File: config.mk
export PLATFORM = sky130hd
export DESIGN_NAME = instruction_decoder_with_page_table_core
export DESIGN_NICKNAME = d
export VERILOG_FILES = /design/src/design/idpt_pkg.sv /design/src/design/idpt_cell.sv /design/src/design/idpt_decoder.sv /design/src/design/instruction_decoder_with_page_table_core.sv
export SDC_FILE = /design/constraint.sdc
export NUM_CORES = 1
export LEC_CHECK = 0
export ABC_AREA = 1
export ABC_CLOCK_PERIOD_IN_PS = 3500
export BUFFER_PORTS_ARGS = -buffer_cell sky130_fd_sc_hd__buf_2
export CORE_MARGIN = 2
export CORE_UTILIZATION = 35
export DETAILED_ROUTE_END_ITERATION = 8
export GPL_TIMING_DRIVEN = 0
export PLACE_DENSITY = 0.55
export SYNTH_ARGS = -nofsm -noshare
export SYNTH_HDL_FRONTEND = slang
export SYNTH_SLANG_ARGS = --single-unit
File: constraint.sdc
create_clock -name clk -period 3.5 [get_ports clk]
set_input_delay 0.175 -clock clk [delete_from_list [all_inputs] [get_ports clk]]
set_output_delay 0.175 -clock clk [all_outputs]
set_load 0.03 [all_outputs]
File: src/design/idpt_pkg.sv
// Shared types and constants of the instruction decoder with page table.
package idpt_pkg;

  localparam int TABLE_ENTRIES_DEF = 16;

  localparam int PAGE_W   = 20;
  localparam int FRAME_W  = 8;
  localparam int OFFS_W   = 12;
  localparam int INDEX_W  = 4;
  localparam int KIND_W   = 4;
  localparam int REGA_W   = 4;
  localparam int REGB_W   = 5;
  localparam int ADDR_W   = 20;
  localparam int LIT_W    = 32;
  localparam int ERR_W    = 2;
  localparam int LEFT_W   = 3;

  localparam logic [7:0] OP_MOV_RR   = 8'h1A;
  localparam logic [7:0] OP_MOV_ADDR = 8'h1B;
  localparam logic [7:0] OP_MUL_RR   = 8'h20;
  localparam logic [7:0] OP_MUL_ADDR = 8'h22;
  localparam logic [7:0] OP_JG_SHIFT = 8'h94;
  localparam logic [7:0] OP_JG_ADDR  = 8'h95;
  localparam logic [7:0] OP_CMP_RR   = 8'h80;
  localparam logic [7:0] OP_MOV_LIT  = 8'h1C;

  localparam logic [KIND_W-1:0] KIND_MOV_RR    = 4'd0;
  localparam logic [KIND_W-1:0] KIND_MOV_ADDR  = 4'd1;
  localparam logic [KIND_W-1:0] KIND_MUL_RR    = 4'd2;
  localparam logic [KIND_W-1:0] KIND_MUL_ADDR  = 4'd3;
  localparam logic [KIND_W-1:0] KIND_JG_SHIFT  = 4'd4;
  localparam logic [KIND_W-1:0] KIND_JG_ADDR   = 4'd5;
  localparam logic [KIND_W-1:0] KIND_CMP_RR    = 4'd6;
  localparam logic [KIND_W-1:0] KIND_MOV_LIT8  = 4'd7;
  localparam logic [KIND_W-1:0] KIND_MOV_LIT32 = 4'd8;

  localparam logic [ERR_W-1:0] ERR_OK        = 2'd0;
  localparam logic [ERR_W-1:0] ERR_OPCODE    = 2'd1;
  localparam logic [ERR_W-1:0] ERR_VARIATION = 2'd2;
  localparam logic [ERR_W-1:0] ERR_PAGE      = 2'd3;

  localparam logic [3:0] NIB_LIT8  = 4'h0;
  localparam logic [3:0] NIB_LIT32 = 4'h2;

  localparam logic [LEFT_W-1:0] LEFT_ONE  = 3'd1;
  localparam logic [LEFT_W-1:0] LEFT_FOUR = 3'd4;
  localparam logic [LEFT_W-1:0] LEFT_FIVE = 3'd5;

  typedef struct packed {
    logic               vld;
    logic [PAGE_W-1:0]  page;
    logic               found;
    logic [FRAME_W-1:0] frame;
  } srch_t;

  typedef struct packed {
    logic               en;
    logic [INDEX_W-1:0] index;
    logic [PAGE_W-1:0]  page;
    logic               valid;
    logic [FRAME_W-1:0] frame;
  } wr_t;

  typedef struct packed {
    logic [KIND_W-1:0] kind;
    logic [REGA_W-1:0] reg_a;
    logic [REGB_W-1:0] reg_b;
    logic [ADDR_W-1:0] address;
    logic [LIT_W-1:0]  literal;
    logic [ERR_W-1:0]  error_code;
  } res_t;

endpackage

File: src/design/idpt_cell.sv
// One page table entry and one stage of the lookup chain.
module idpt_cell #(
  parameter int CELL_INDEX = 0
) (
  input  logic            clk,
  input  logic            rst_n,
  input  idpt_pkg::wr_t   wr,
  input  idpt_pkg::srch_t up,
  output idpt_pkg::srch_t dn
);

  logic                         valid_r;
  logic [idpt_pkg::PAGE_W-1:0]  page_r;
  logic [idpt_pkg::FRAME_W-1:0] frame_r;
  logic                         vld_r;
  logic [idpt_pkg::PAGE_W-1:0]  s_page_r;
  logic                         s_found_r;
  logic [idpt_pkg::FRAME_W-1:0] s_frame_r;
  logic                         sel;
  logic                         hit;

  assign sel = wr.en && (32'(wr.index) == 32'(CELL_INDEX));
  assign hit = valid_r && (page_r == up.page);

  always_ff @(posedge clk) begin
    if (!rst_n) begin
      valid_r <= 1'b0;
      vld_r   <= 1'b0;
    end else begin
      vld_r <= up.vld;
      if (sel) begin
        valid_r <= wr.valid;
      end
    end
  end

  always_ff @(posedge clk) begin
    if (sel) begin
      page_r  <= wr.page;
      frame_r <= wr.valid ? wr.frame : '0;
    end
    s_page_r  <= up.page;
    s_found_r <= up.found || hit;
    s_frame_r <= up.found ? up.frame : frame_r;
  end

  assign dn.vld   = vld_r;
  assign dn.page  = s_page_r;
  assign dn.found = s_found_r;
  assign dn.frame = s_frame_r;

endmodule

File: src/design/idpt_decoder.sv
// Byte collector, result builder and two-entry result queue.
module idpt_decoder (
  input  logic                          clk,
  input  logic                          rst_n,
  input  logic                          byte_acc,
  input  logic [7:0]                    byte_in,
  input  idpt_pkg::srch_t               rsp,
  output idpt_pkg::srch_t               req,
  output logic                          busy,
  output logic                          out_valid,
  input  logic                          out_stall,
  output idpt_pkg::res_t                out_res
);

  typedef enum logic [1:0] {PH_IDLE, PH_COLLECT, PH_LITREG, PH_SEARCH} phase_t;

  phase_t                            phase_r, phase_nxt;
  logic [idpt_pkg::KIND_W-1:0]       kind_r, kind_nxt;
  logic [idpt_pkg::LEFT_W-1:0]       left_r, left_nxt;
  logic [idpt_pkg::LIT_W-1:0]        oper_r, oper_nxt;
  logic [7:0]                        regb_r, regb_nxt;
  idpt_pkg::srch_t                   req_r, req_nxt;
  idpt_pkg::res_t                    head_r, skid_r, res;
  logic                              head_vld_r, skid_vld_r;
  logic                              push, pop;
  logic [idpt_pkg::LIT_W-1:0]        shifted;

  assign shifted = {oper_r[23:0], byte_in};
  assign pop     = head_vld_r && !out_stall;

  always_comb begin
    phase_nxt = phase_r;
    kind_nxt  = kind_r;
    left_nxt  = left_r;
    oper_nxt  = oper_r;
    regb_nxt  = regb_r;
    req_nxt   = req_r;
    req_nxt.vld   = 1'b0;
    req_nxt.found = 1'b0;
    req_nxt.frame = '0;
    push = 1'b0;
    res  = '0;
    if (phase_r == PH_SEARCH) begin
      if (rsp.vld) begin
        push      = 1'b1;
        phase_nxt = PH_IDLE;
        left_nxt  = '0;
        res.kind  = kind_r;
        if (rsp.found) begin
          res.reg_a   = (kind_r == idpt_pkg::KIND_JG_ADDR) ? '0 : regb_r[3:0];
          res.address = {rsp.frame, oper_r[idpt_pkg::OFFS_W-1:0]};
        end else begin
          res.error_code = idpt_pkg::ERR_PAGE;
        end
      end
    end else if (byte_acc) begin
      case (phase_r)
        PH_IDLE: begin
          oper_nxt  = '0;
          regb_nxt  = '0;
          phase_nxt = PH_COLLECT;
          case (byte_in)
            idpt_pkg::OP_MOV_RR: begin
              kind_nxt = idpt_pkg::KIND_MOV_RR;
              left_nxt = idpt_pkg::LEFT_ONE;
            end
            idpt_pkg::OP_MOV_ADDR: begin
              kind_nxt = idpt_pkg::KIND_MOV_ADDR;
              left_nxt = idpt_pkg::LEFT_FIVE;
            end
            idpt_pkg::OP_MUL_RR: begin
              kind_nxt = idpt_pkg::KIND_MUL_RR;
              left_nxt = idpt_pkg::LEFT_ONE;
            end
            idpt_pkg::OP_MUL_ADDR: begin
              kind_nxt = idpt_pkg::KIND_MUL_ADDR;
              left_nxt = idpt_pkg::LEFT_FIVE;
            end
            idpt_pkg::OP_JG_SHIFT: begin
              kind_nxt = idpt_pkg::KIND_JG_SHIFT;
              left_nxt = idpt_pkg::LEFT_ONE;
            end
            idpt_pkg::OP_JG_ADDR: begin
              kind_nxt = idpt_pkg::KIND_JG_ADDR;
              left_nxt = idpt_pkg::LEFT_FOUR;
            end
            idpt_pkg::OP_CMP_RR: begin
              kind_nxt = idpt_pkg::KIND_CMP_RR;
              left_nxt = idpt_pkg::LEFT_ONE;
            end
            idpt_pkg::OP_MOV_LIT: begin
              phase_nxt = PH_LITREG;
              left_nxt  = idpt_pkg::LEFT_ONE;
            end
            default: begin
              phase_nxt      = PH_IDLE;
              push           = 1'b1;
              res.error_code = idpt_pkg::ERR_OPCODE;
            end
          endcase
        end
        PH_LITREG: begin
          regb_nxt = byte_in;
          oper_nxt = '0;
          if (byte_in[7:4] == idpt_pkg::NIB_LIT8) begin
            phase_nxt = PH_COLLECT;
            kind_nxt  = idpt_pkg::KIND_MOV_LIT8;
            left_nxt  = idpt_pkg::LEFT_ONE;
          end else if (byte_in[7:4] == idpt_pkg::NIB_LIT32) begin
            phase_nxt = PH_COLLECT;
            kind_nxt  = idpt_pkg::KIND_MOV_LIT32;
            left_nxt  = idpt_pkg::LEFT_FOUR;
          end else begin
            phase_nxt      = PH_IDLE;
            left_nxt       = '0;
            push           = 1'b1;
            res.kind       = idpt_pkg::KIND_MOV_LIT8;
            res.error_code = idpt_pkg::ERR_VARIATION;
          end
        end
        PH_COLLECT: begin
          if ((kind_r == idpt_pkg::KIND_MOV_ADDR || kind_r == idpt_pkg::KIND_MUL_ADDR)
              && left_r == idpt_pkg::LEFT_FIVE) begin
            regb_nxt = byte_in;
            left_nxt = idpt_pkg::LEFT_FOUR;
          end else begin
            oper_nxt = shifted;
            if (left_r > idpt_pkg::LEFT_ONE) begin
              left_nxt = left_r - idpt_pkg::LEFT_ONE;
            end else begin
              phase_nxt = PH_IDLE;
              left_nxt  = '0;
              res.kind  = kind_r;
              case (kind_r)
                idpt_pkg::KIND_MOV_RR, idpt_pkg::KIND_MUL_RR, idpt_pkg::KIND_CMP_RR: begin
                  push      = 1'b1;
                  res.reg_a = byte_in[7:4];
                  res.reg_b = byte_in[4:0];
                end
                idpt_pkg::KIND_JG_SHIFT: begin
                  push        = 1'b1;
                  res.literal = {24'd0, byte_in};
                end
                idpt_pkg::KIND_MOV_LIT8: begin
                  push        = 1'b1;
                  res.reg_a   = regb_r[3:0];
                  res.literal = {24'd0, byte_in};
                end
                idpt_pkg::KIND_MOV_LIT32: begin
                  push        = 1'b1;
                  res.reg_a   = regb_r[3:0];
                  res.literal = shifted;
                end
                idpt_pkg::KIND_MOV_ADDR, idpt_pkg::KIND_MUL_ADDR: begin
                  if (regb_r[7:4] != 4'd0) begin
                    push           = 1'b1;
                    res.error_code = idpt_pkg::ERR_VARIATION;
                  end else begin
                    phase_nxt    = PH_SEARCH;
                    req_nxt.vld  = 1'b1;
                    req_nxt.page = shifted[idpt_pkg::LIT_W-1:idpt_pkg::OFFS_W];
                  end
                end
                idpt_pkg::KIND_JG_ADDR: begin
                  phase_nxt    = PH_SEARCH;
                  req_nxt.vld  = 1'b1;
                  req_nxt.page = shifted[idpt_pkg::LIT_W-1:idpt_pkg::OFFS_W];
                end
                default: begin
                  push           = 1'b1;
                  res.kind       = idpt_pkg::KIND_MOV_RR;
                  res.error_code = idpt_pkg::ERR_OPCODE;
                end
              endcase
            end
          end
        end
        default: begin
          phase_nxt = PH_IDLE;
        end
      endcase
    end
  end

  always_ff @(posedge clk) begin
    if (!rst_n) begin
      phase_r    <= PH_IDLE;
      left_r     <= '0;
      oper_r     <= '0;
      regb_r     <= '0;
      kind_r     <= '0;
      req_r      <= '0;
      head_vld_r <= 1'b0;
      skid_vld_r <= 1'b0;
    end else begin
      phase_r <= phase_nxt;
      left_r  <= left_nxt;
      oper_r  <= oper_nxt;
      regb_r  <= regb_nxt;
      kind_r  <= kind_nxt;
      req_r   <= req_nxt;
      if (pop) begin
        if (skid_vld_r) begin
          head_vld_r <= 1'b1;
          skid_vld_r <= push;
        end else begin
          head_vld_r <= push;
        end
      end else if (push) begin
        if (!head_vld_r) begin
          head_vld_r <= 1'b1;
        end else begin
          skid_vld_r <= 1'b1;
        end
      end
    end
  end

  always_ff @(posedge clk) begin
    if (pop) begin
      if (skid_vld_r) begin
        head_r <= skid_r;
        skid_r <= res;
      end else begin
        head_r <= res;
      end
    end else if (push) begin
      if (!head_vld_r) begin
        head_r <= res;
      end else begin
        skid_r <= res;
      end
    end
  end

  assign req       = req_r;
  assign busy      = (phase_r == PH_SEARCH) || skid_vld_r;
  assign out_valid = head_vld_r;
  assign out_res   = head_r;

endmodule

File: src/design/instruction_decoder_with_page_table_core.sv
// Top level: instruction byte decoder with a chained page table lookup.
// The completing byte writes its result into the registered result queue; address forms
// first send their page through a lookup request register and the chain of entry cells.
// Throughput: one load or byte per cycle; stalls during a lookup or with the queue full.
// A two-entry result queue lets input continue while one result waits.
// Reset (synchronous, rst_n low): all table entries invalid, decoder waits for an opcode.
module instruction_decoder_with_page_table_core #(
  parameter int TABLE_ENTRIES = idpt_pkg::TABLE_ENTRIES_DEF
) (
  input  logic                           clk,
  input  logic                           rst_n,
  input  logic                           in_valid,
  output logic                           in_stall,
  input  logic                           in_action,
  input  logic [idpt_pkg::INDEX_W-1:0]   in_entry_index,
  input  logic [idpt_pkg::PAGE_W-1:0]    in_page_number,
  input  logic                           in_entry_valid,
  input  logic [idpt_pkg::FRAME_W-1:0]   in_frame,
  input  logic [7:0]                     in_byte_in,
  output logic                           out_valid,
  input  logic                           out_stall,
  output logic [idpt_pkg::KIND_W-1:0]    out_kind,
  output logic [idpt_pkg::REGA_W-1:0]    out_reg_a,
  output logic [idpt_pkg::REGB_W-1:0]    out_reg_b,
  output logic [idpt_pkg::ADDR_W-1:0]    out_address,
  output logic [idpt_pkg::LIT_W-1:0]     out_literal,
  output logic [idpt_pkg::ERR_W-1:0]     out_error_code
);

  logic            acc;
  logic            busy;
  idpt_pkg::wr_t   wr;
  idpt_pkg::srch_t chain [TABLE_ENTRIES+1];
  idpt_pkg::res_t  res;

  assign acc      = in_valid && !in_stall;
  assign in_stall = busy;

  assign wr.en    = acc && !in_action;
  assign wr.index = in_entry_index;
  assign wr.page  = in_page_number;
  assign wr.valid = in_entry_valid;
  assign wr.frame = in_frame;

  idpt_decoder u_dec (
    .clk       (clk),
    .rst_n     (rst_n),
    .byte_acc  (acc && in_action),
    .byte_in   (in_byte_in),
    .rsp       (chain[TABLE_ENTRIES]),
    .req       (chain[0]),
    .busy      (busy),
    .out_valid (out_valid),
    .out_stall (out_stall),
    .out_res   (res)
  );

  for (genvar i = 0; i < TABLE_ENTRIES; i++) begin : g_cell
    idpt_cell #(
      .CELL_INDEX(i)
    ) u_cell (
      .clk   (clk),
      .rst_n (rst_n),
      .wr    (wr),
      .up    (chain[i]),
      .dn    (chain[i+1])
    );
  end

  assign out_kind       = res.kind;
  assign out_reg_a      = res.reg_a;
  assign out_reg_b      = res.reg_b;
  assign out_address    = res.address;
  assign out_literal    = res.literal;
  assign out_error_code = res.error_code;

endmodule

==> impl_metrics.prom <==
# TYPE chip_impl_metric gauge
chip_impl_metric{name="power_frac_comb",unit=""} 0.022
chip_impl_metric{name="design.final.nets",unit=""} 3519
chip_impl_info{name="ys_top_cells_by_area",value="sky130_fd_sc_hd__edfxtp_1, sky130_fd_sc_hd__dfxtp_1, sky130_fd_sc_hd__nand2_1, sky130_fd_sc_hd__inv_1, sky130_fd_sc_hd__nor2_1"} 1
chip_impl_metric{name="clock_sinks",unit=""} 1122
chip_impl_metric{name="die_height",unit="um"} 334
chip_impl_metric{name="count_of_max_cap_constraint_violations",unit=""} 0
chip_impl_metric{name="peak_freq",unit="MHz"} 307
chip_impl_info{name="yosysTopAreaCell",value="sky130_fd_sc_hd__edfxtp_1"} 1
chip_impl_metric{name="power.total",unit="mW"} 26.5
chip_impl_metric{name="compound_gate_fraction_of_synth_area",unit=""} 0.0501
chip_impl_metric{name="detail_route.wl_per_cell",unit="um"} 17.8
chip_impl_metric{name="worstRegToRegCells",unit=""} 6
chip_impl_metric{name="synth_warnings",unit=""} 0
chip_impl_metric{name="antenna_violating_nets_post_route",unit=""} 0
chip_impl_info{name="hold_path_startpoint",value="in_page_number[4]"} 1
chip_impl_metric{name="powerDensity",unit="nW/um^2"} 595
chip_impl_metric{name="layout.core_utilization",unit=""} 0.415
chip_impl_metric{name="synth_top_cell_area_share",unit=""} 0.460
chip_impl_metric{name="fin_crit",unit="ns"} 3.25
chip_impl_metric{name="post_synth_fa_ha_maj_area_fraction",unit=""} 0.00230
chip_impl_metric{name="timing.final.crit_share",unit=""} 0.930
chip_impl_info{name="hp-class",value="primary input to flip-flop"} 1
chip_impl_metric{name="rows",unit=""} 120
chip_impl_info{name="synthTopCellsByCount",value="sky130_fd_sc_hd__nand2_1, sky130_fd_sc_hd__edfxtp_1, sky130_fd_sc_hd__dfxtp_1"} 1
chip_impl_metric{name="internal-power",unit="mW"} 21.1
chip_impl_info{name="yosysMostFrequentCell",value="sky130_fd_sc_hd__nand2_1"} 1
chip_impl_metric{name="leakage",unit="nW"} 17.1
chip_impl_metric{name="placedInstanceArea",unit="um^2"} 40600
chip_impl_metric{name="drv_slew",unit=""} 0
chip_impl_metric{name="synth.net_count",unit=""} 3270
chip_impl_info{name="run_status",value="finished, final reports clean"} 1
chip_impl_metric{name="netSwitchingFraction",unit=""} 0.205
chip_impl_metric{name="place_congestion",unit=""} 0.832
chip_impl_metric{name="initial_utilization",unit=""} 0.354
chip_impl_metric{name="synth.ff_latch_count",unit=""} 1122
chip_impl_metric{name="post_route_cells_drive_above_1_share",unit=""} 0.111
chip_impl_info{name="crit_reg_reg_startpoint",value="u_dec.phase_r[0]"} 1
chip_impl_metric{name="design.portCount",unit=""} 115
chip_impl_metric{name="filler_cell_count",unit=""} 10000
chip_impl_info{name="synth-main-ff-cell",value="sky130_fd_sc_hd__edfxtp_1"} 1
chip_impl_metric{name="mappedNetlistArea",unit="um^2"} 38000
chip_impl_metric{name="drcViolationCount",unit=""} 0
chip_impl_metric{name="post-dp-hpwl",unit="mm"} 59.7
chip_impl_metric{name="postRouteWirelength",unit="mm"} 88.4
chip_impl_metric{name="peak_fanout_along_the_critical_path",unit=""} 29
chip_impl_metric{name="timing.hold.ws",unit="ns"} 0.0478
chip_impl_metric{name="placed_cells_incl_taps",unit=""} 4739
chip_impl_metric{name="dieArea",unit="um^2"} 111000
chip_impl_metric{name="dr_total_vias",unit=""} 22500
chip_impl_metric{name="cts_buffers",unit=""} 110
chip_impl_metric{name="syn_avg_cell_area",unit="um^2"} 11.8
chip_impl_metric{name="avgViaCountPerCell",unit=""} 4.53
chip_impl_metric{name="synth.area.mux_share",unit=""} 0
chip_impl_metric{name="synth_cell_type_count",unit=""} 49
chip_impl_metric{name="cts-root-to-sink-buffers",unit=""} 3
chip_impl_metric{name="area_growth_syn_to_layout",unit="%"} 17.1
chip_impl_info{name="rsz_0062_raised_after_global_routing",value="true"} 1
chip_impl_metric{name="die-width",unit="um"} 334
chip_impl_metric{name="yosys.area_share.xor_xnor",unit=""} 0.0281
chip_impl_info{name="largest_family_of_logic_cells_by_synthesized_area",value="simple AND/OR/NAND/NOR gates"} 1
chip_impl_info{name="timing.setup.critical_path_class",value="flip-flop to flip-flop"} 1
chip_impl_info{name="hold-path-endpoint",value="g_cell[11].u_cell.page_r[4]"} 1
chip_impl_metric{name="clk_latency",unit="ns"} 0.68
chip_impl_metric{name="peakVddDrop",unit="mV"} 0.568
chip_impl_metric{name="antenna_violations_before_repair",unit=""} 9
chip_impl_metric{name="grt_pass1_wl",unit="mm"} 135
chip_impl_metric{name="syn-instance-count",unit=""} 3217
chip_impl_metric{name="synth-simple-area-share",unit=""} 0.134
chip_impl_metric{name="hold_depth",unit=""} 1
chip_impl_metric{name="fin_worst_skew",unit="ns"} 0.0354
chip_impl_info{name="clockRootBuffer",value="sky130_fd_sc_hd__clkbuf_16"} 1
chip_impl_metric{name="synth_seq_area_share",unit=""} 0.744
chip_impl_metric{name="setup-violations-final",unit=""} 0
chip_impl_metric{name="detail_route.iter0.violations",unit=""} 1550
chip_impl_metric{name="place.port_buffers",unit=""} 113
chip_impl_metric{name="cts_setup_buffers",unit=""} 0
chip_impl_metric{name="cp_data_arrival_time",unit="ns"} 3.53
chip_impl_metric{name="finalInstanceArea",unit="um^2"} 44500
chip_impl_info{name="critical_path.cell_chain",value="ha_1, nor2_4, nand2_1, nor2_2, nand3_1, nor2_4"} 1
chip_impl_metric{name="final_cell_count_no_fill",unit=""} 4967
chip_impl_metric{name="gr-total-overflow",unit=""} 0
chip_impl_metric{name="asyncSetResetFlopFracSynth",unit=""} 0
chip_impl_info{name="critical-path-slowest-cell",value="sky130_fd_sc_hd__nor2_4"} 1
chip_impl_metric{name="seq_power_share",unit=""} 0.527
chip_impl_metric{name="share_of_power_burned_in_the_clock_network",unit=""} 0.451
chip_impl_metric{name="grt_max_degree",unit=""} 68
chip_impl_metric{name="cts.reportedPaths.clkPinSlew",unit="ns"} 0.06
chip_impl_metric{name="floorplan.core_area",unit="um^2"} 107000
chip_impl_metric{name="h_tree_depth",unit=""} 3
chip_impl_metric{name="drt_pre_antenna_iters",unit=""} 5
chip_impl_metric{name="synth-edff-count",unit=""} 582
chip_impl_metric{name="worstMarginPinSlew",unit="ns"} 0.997
chip_impl_metric{name="worst_slew_margin_rel",unit=""} 0.336
chip_impl_metric{name="path_buf_inv",unit=""} 0
chip_impl_info{name="r2r_end",value="g_cell[3].u_cell.page_r[19]"} 1
chip_impl_info{name="worstSetupEndpointType",value="flip-flop"} 1
chip_impl_metric{name="total_switching_power",unit="mW"} 5.41
chip_impl_metric{name="hold_viol_final",unit=""} 0
chip_impl_info{name="critical_path.most_common_cell",value="sky130_fd_sc_hd__nor2_4"} 1
chip_impl_metric{name="critical_path_required",unit="ns"} 3.77
chip_impl_metric{name="highest_cell_delay_on_the_worst_timing_path",unit="ns"} 0.90
chip_impl_info{name="cpLargestDelayFamily",value="simple AND/OR/NAND/NOR gates"} 1
chip_impl_metric{name="vias_in_the_first_global_route",unit=""} 22600
chip_impl_metric{name="total_routing_usage_gr",unit=""} 0.159
chip_impl_info{name="crit_path_start_kind",value="flip-flop"} 1
chip_impl_info{name="clock_tree_from_tritoncts",value="yes"} 1
chip_impl_metric{name="reg2reg_slack",unit="ns"} 0.25
## final cells by class
| class | count | area (um^2) | share of cell area |
|---|---|---|---|
| Clock buffer | 164 | 3290 | 0.0739 |
| Antenna cell | 1 | 2.50 | 0.0000562 |
| Multi-Input combinational cell | 1701 | 8300 | 0.187 |
| Clock inverter | 45 | 460 | 0.0103 |
| Buffer | 57 | 290 | 0.00652 |
| Timing Repair Buffer | 135 | 838 | 0.0188 |
| Inverter | 339 | 1280 | 0.0288 |
| Tap cell | 1403 | 1760 | 0.0394 |
| Sequential cell | 1122 | 28300 | 0.636 |
## metrics by stage
step / setup TNS, ns / worst slack [ns]
after detailed placement: -23.65 / -0.226
final: 0 / 0.246
after floorplan: 0 / 0.236
after global placement: -597.33 / -1.29
after global routing: -0.0187 / -0.0120
after CTS: 0 / 0.215
## worst reg2reg max path, cell delays in order, from the launching register on
cell,delay (ns)
sky130_fd_sc_hd__dfxtp_1,0.34
sky130_fd_sc_hd__ha_1,0.32
sky130_fd_sc_hd__nor2_4,0.18
sky130_fd_sc_hd__nand2_1,0.08
sky130_fd_sc_hd__nor2_2,0.45
sky130_fd_sc_hd__nand3_1,0.59
sky130_fd_sc_hd__nor2_4,0.90
## how the worst max path moves through the flow
| stage | from | end | slack [ns] | cells past startpoint |
|---|---|---|---|---|
| global route | u_dec.phase_r[0] | g_cell[11].u_cell.valid_r | -0.01 | 8 |
| detailed placement | u_dec.phase_r[0] | g_cell[1].u_cell.page_r[18] | -0.23 | 6 |
| floorplan | u_dec.phase_r[0] | u_dec.out_res[0] | 0.24 | 10 |
| finish | u_dec.phase_r[0] | g_cell[3].u_cell.page_r[19] | 0.25 | 6 |
| CTS | u_dec.phase_r[0] | g_cell[3].u_cell.page_r[9] | 0.21 | 6 |
| global placement | u_dec.phase_r[0] | g_cell[15].u_cell.page_r[15] | -1.29 | 6 |
## logic make-up (layout without fill, tap and decap cells)
kind of cell,after synthesis,count (layout)
other,0,1
DFF,1122,1122
AOI/OAI and AO/OA,315,315
buffers and inverters,396,740
xor gates and xnor gates,122,122
and+or+nand+nor,1255,1257
adders and majority gates,7,7
## flip-flops by register name, indices dropped and copies added (netlist names)
| signal | cells |
|---|---|
| g_cell.u_cell.frame_r | 128 |
| g_cell.u_cell.page_r | 320 |
| g_cell.u_cell.s_found_r | 16 |
| g_cell.u_cell.s_frame_r | 128 |
| g_cell.u_cell.s_page_r | 300 |
| g_cell.u_cell.valid_r | 16 |
| g_cell.u_cell.vld_r | 16 |
| u_dec.kind_r | 4 |
| u_dec.left_r | 3 |
| u_dec.oper_r | 24 |
| u_dec.out_res | 67 |
| u_dec.out_valid | 1 |
| u_dec.phase_r | 2 |
| u_dec.regb_r | 8 |
| u_dec.req | 21 |
| u_dec.skid_r | 67 |
| u_dec.skid_vld_r | 1 |
## per-layer routing
metal	up-vias	share of wire	GRT usage
li1	11200	-	-
met1	10700	0.44	0.202
met2	442	0.49	0.280
met3	144	0.040	0.0241
met4	4	0.026	0.0492
met5	-	0.00023	0
## repair_timing
| item | CTS | global route |
|---|---|---|
| pin swaps | 4 | 1 |
| resized for setup | 4 | 0 |
| endpoints found under the setup margin | 204 | 2 |
| hold endpoints to repair | 96 | 0 |
| hold buffers | 16 | 0 |
| cloned | 2 | 0 |
## placed cells by master, fill, tap and decap left out, types with 14 or more instances in the layout
cell,n
sky130_fd_sc_hd__a21oi_2,20
sky130_fd_sc_hd__nand2_1,864
sky130_fd_sc_hd__nor2_4,16
sky130_fd_sc_hd__nand3_1,59
sky130_fd_sc_hd__nor2_1,195
sky130_fd_sc_hd__clkbuf_8,25
sky130_fd_sc_hd__nand4_1,23
sky130_fd_sc_hd__o22ai_1,53
sky130_fd_sc_hd__nand2_2,21
sky130_fd_sc_hd__xor2_1,39
sky130_fd_sc_hd__inv_1,317
sky130_fd_sc_hd__o21ai_0,128
sky130_fd_sc_hd__nor3_1,26
sky130_fd_sc_hd__clkbuf_1,65
sky130_fd_sc_hd__a21oi_1,52
sky130_fd_sc_hd__dfxtp_1,540
sky130_fd_sc_hd__a22o_1,16
sky130_fd_sc_hd__buf_2,124
sky130_fd_sc_hd__clkinv_2,24
sky130_fd_sc_hd__dlygate4sd3_1,16
sky130_fd_sc_hd__clkbuf_16,114
sky130_fd_sc_hd__a211oi_1,14
sky130_fd_sc_hd__clkinv_1,23
sky130_fd_sc_hd__xnor2_1,83
sky130_fd_sc_hd__edfxtp_1,582
sky130_fd_sc_hd__nor4_1,26
## power by group through the flow
stage          logic [mW]  clock network [mW]  registers [mW]
5_1_grt             0.619                12.7            14.0
4_1_cts             0.588                12.2            14.0
3_5_place_dp        0.568                   0            14.2
3_3_place_gp        0.544                   0            14.2
6_report            0.573                11.9            14.0
2_1_floorplan       0.153                   0            14.3
No activity file was read; power rests on OpenSTA's default activity.
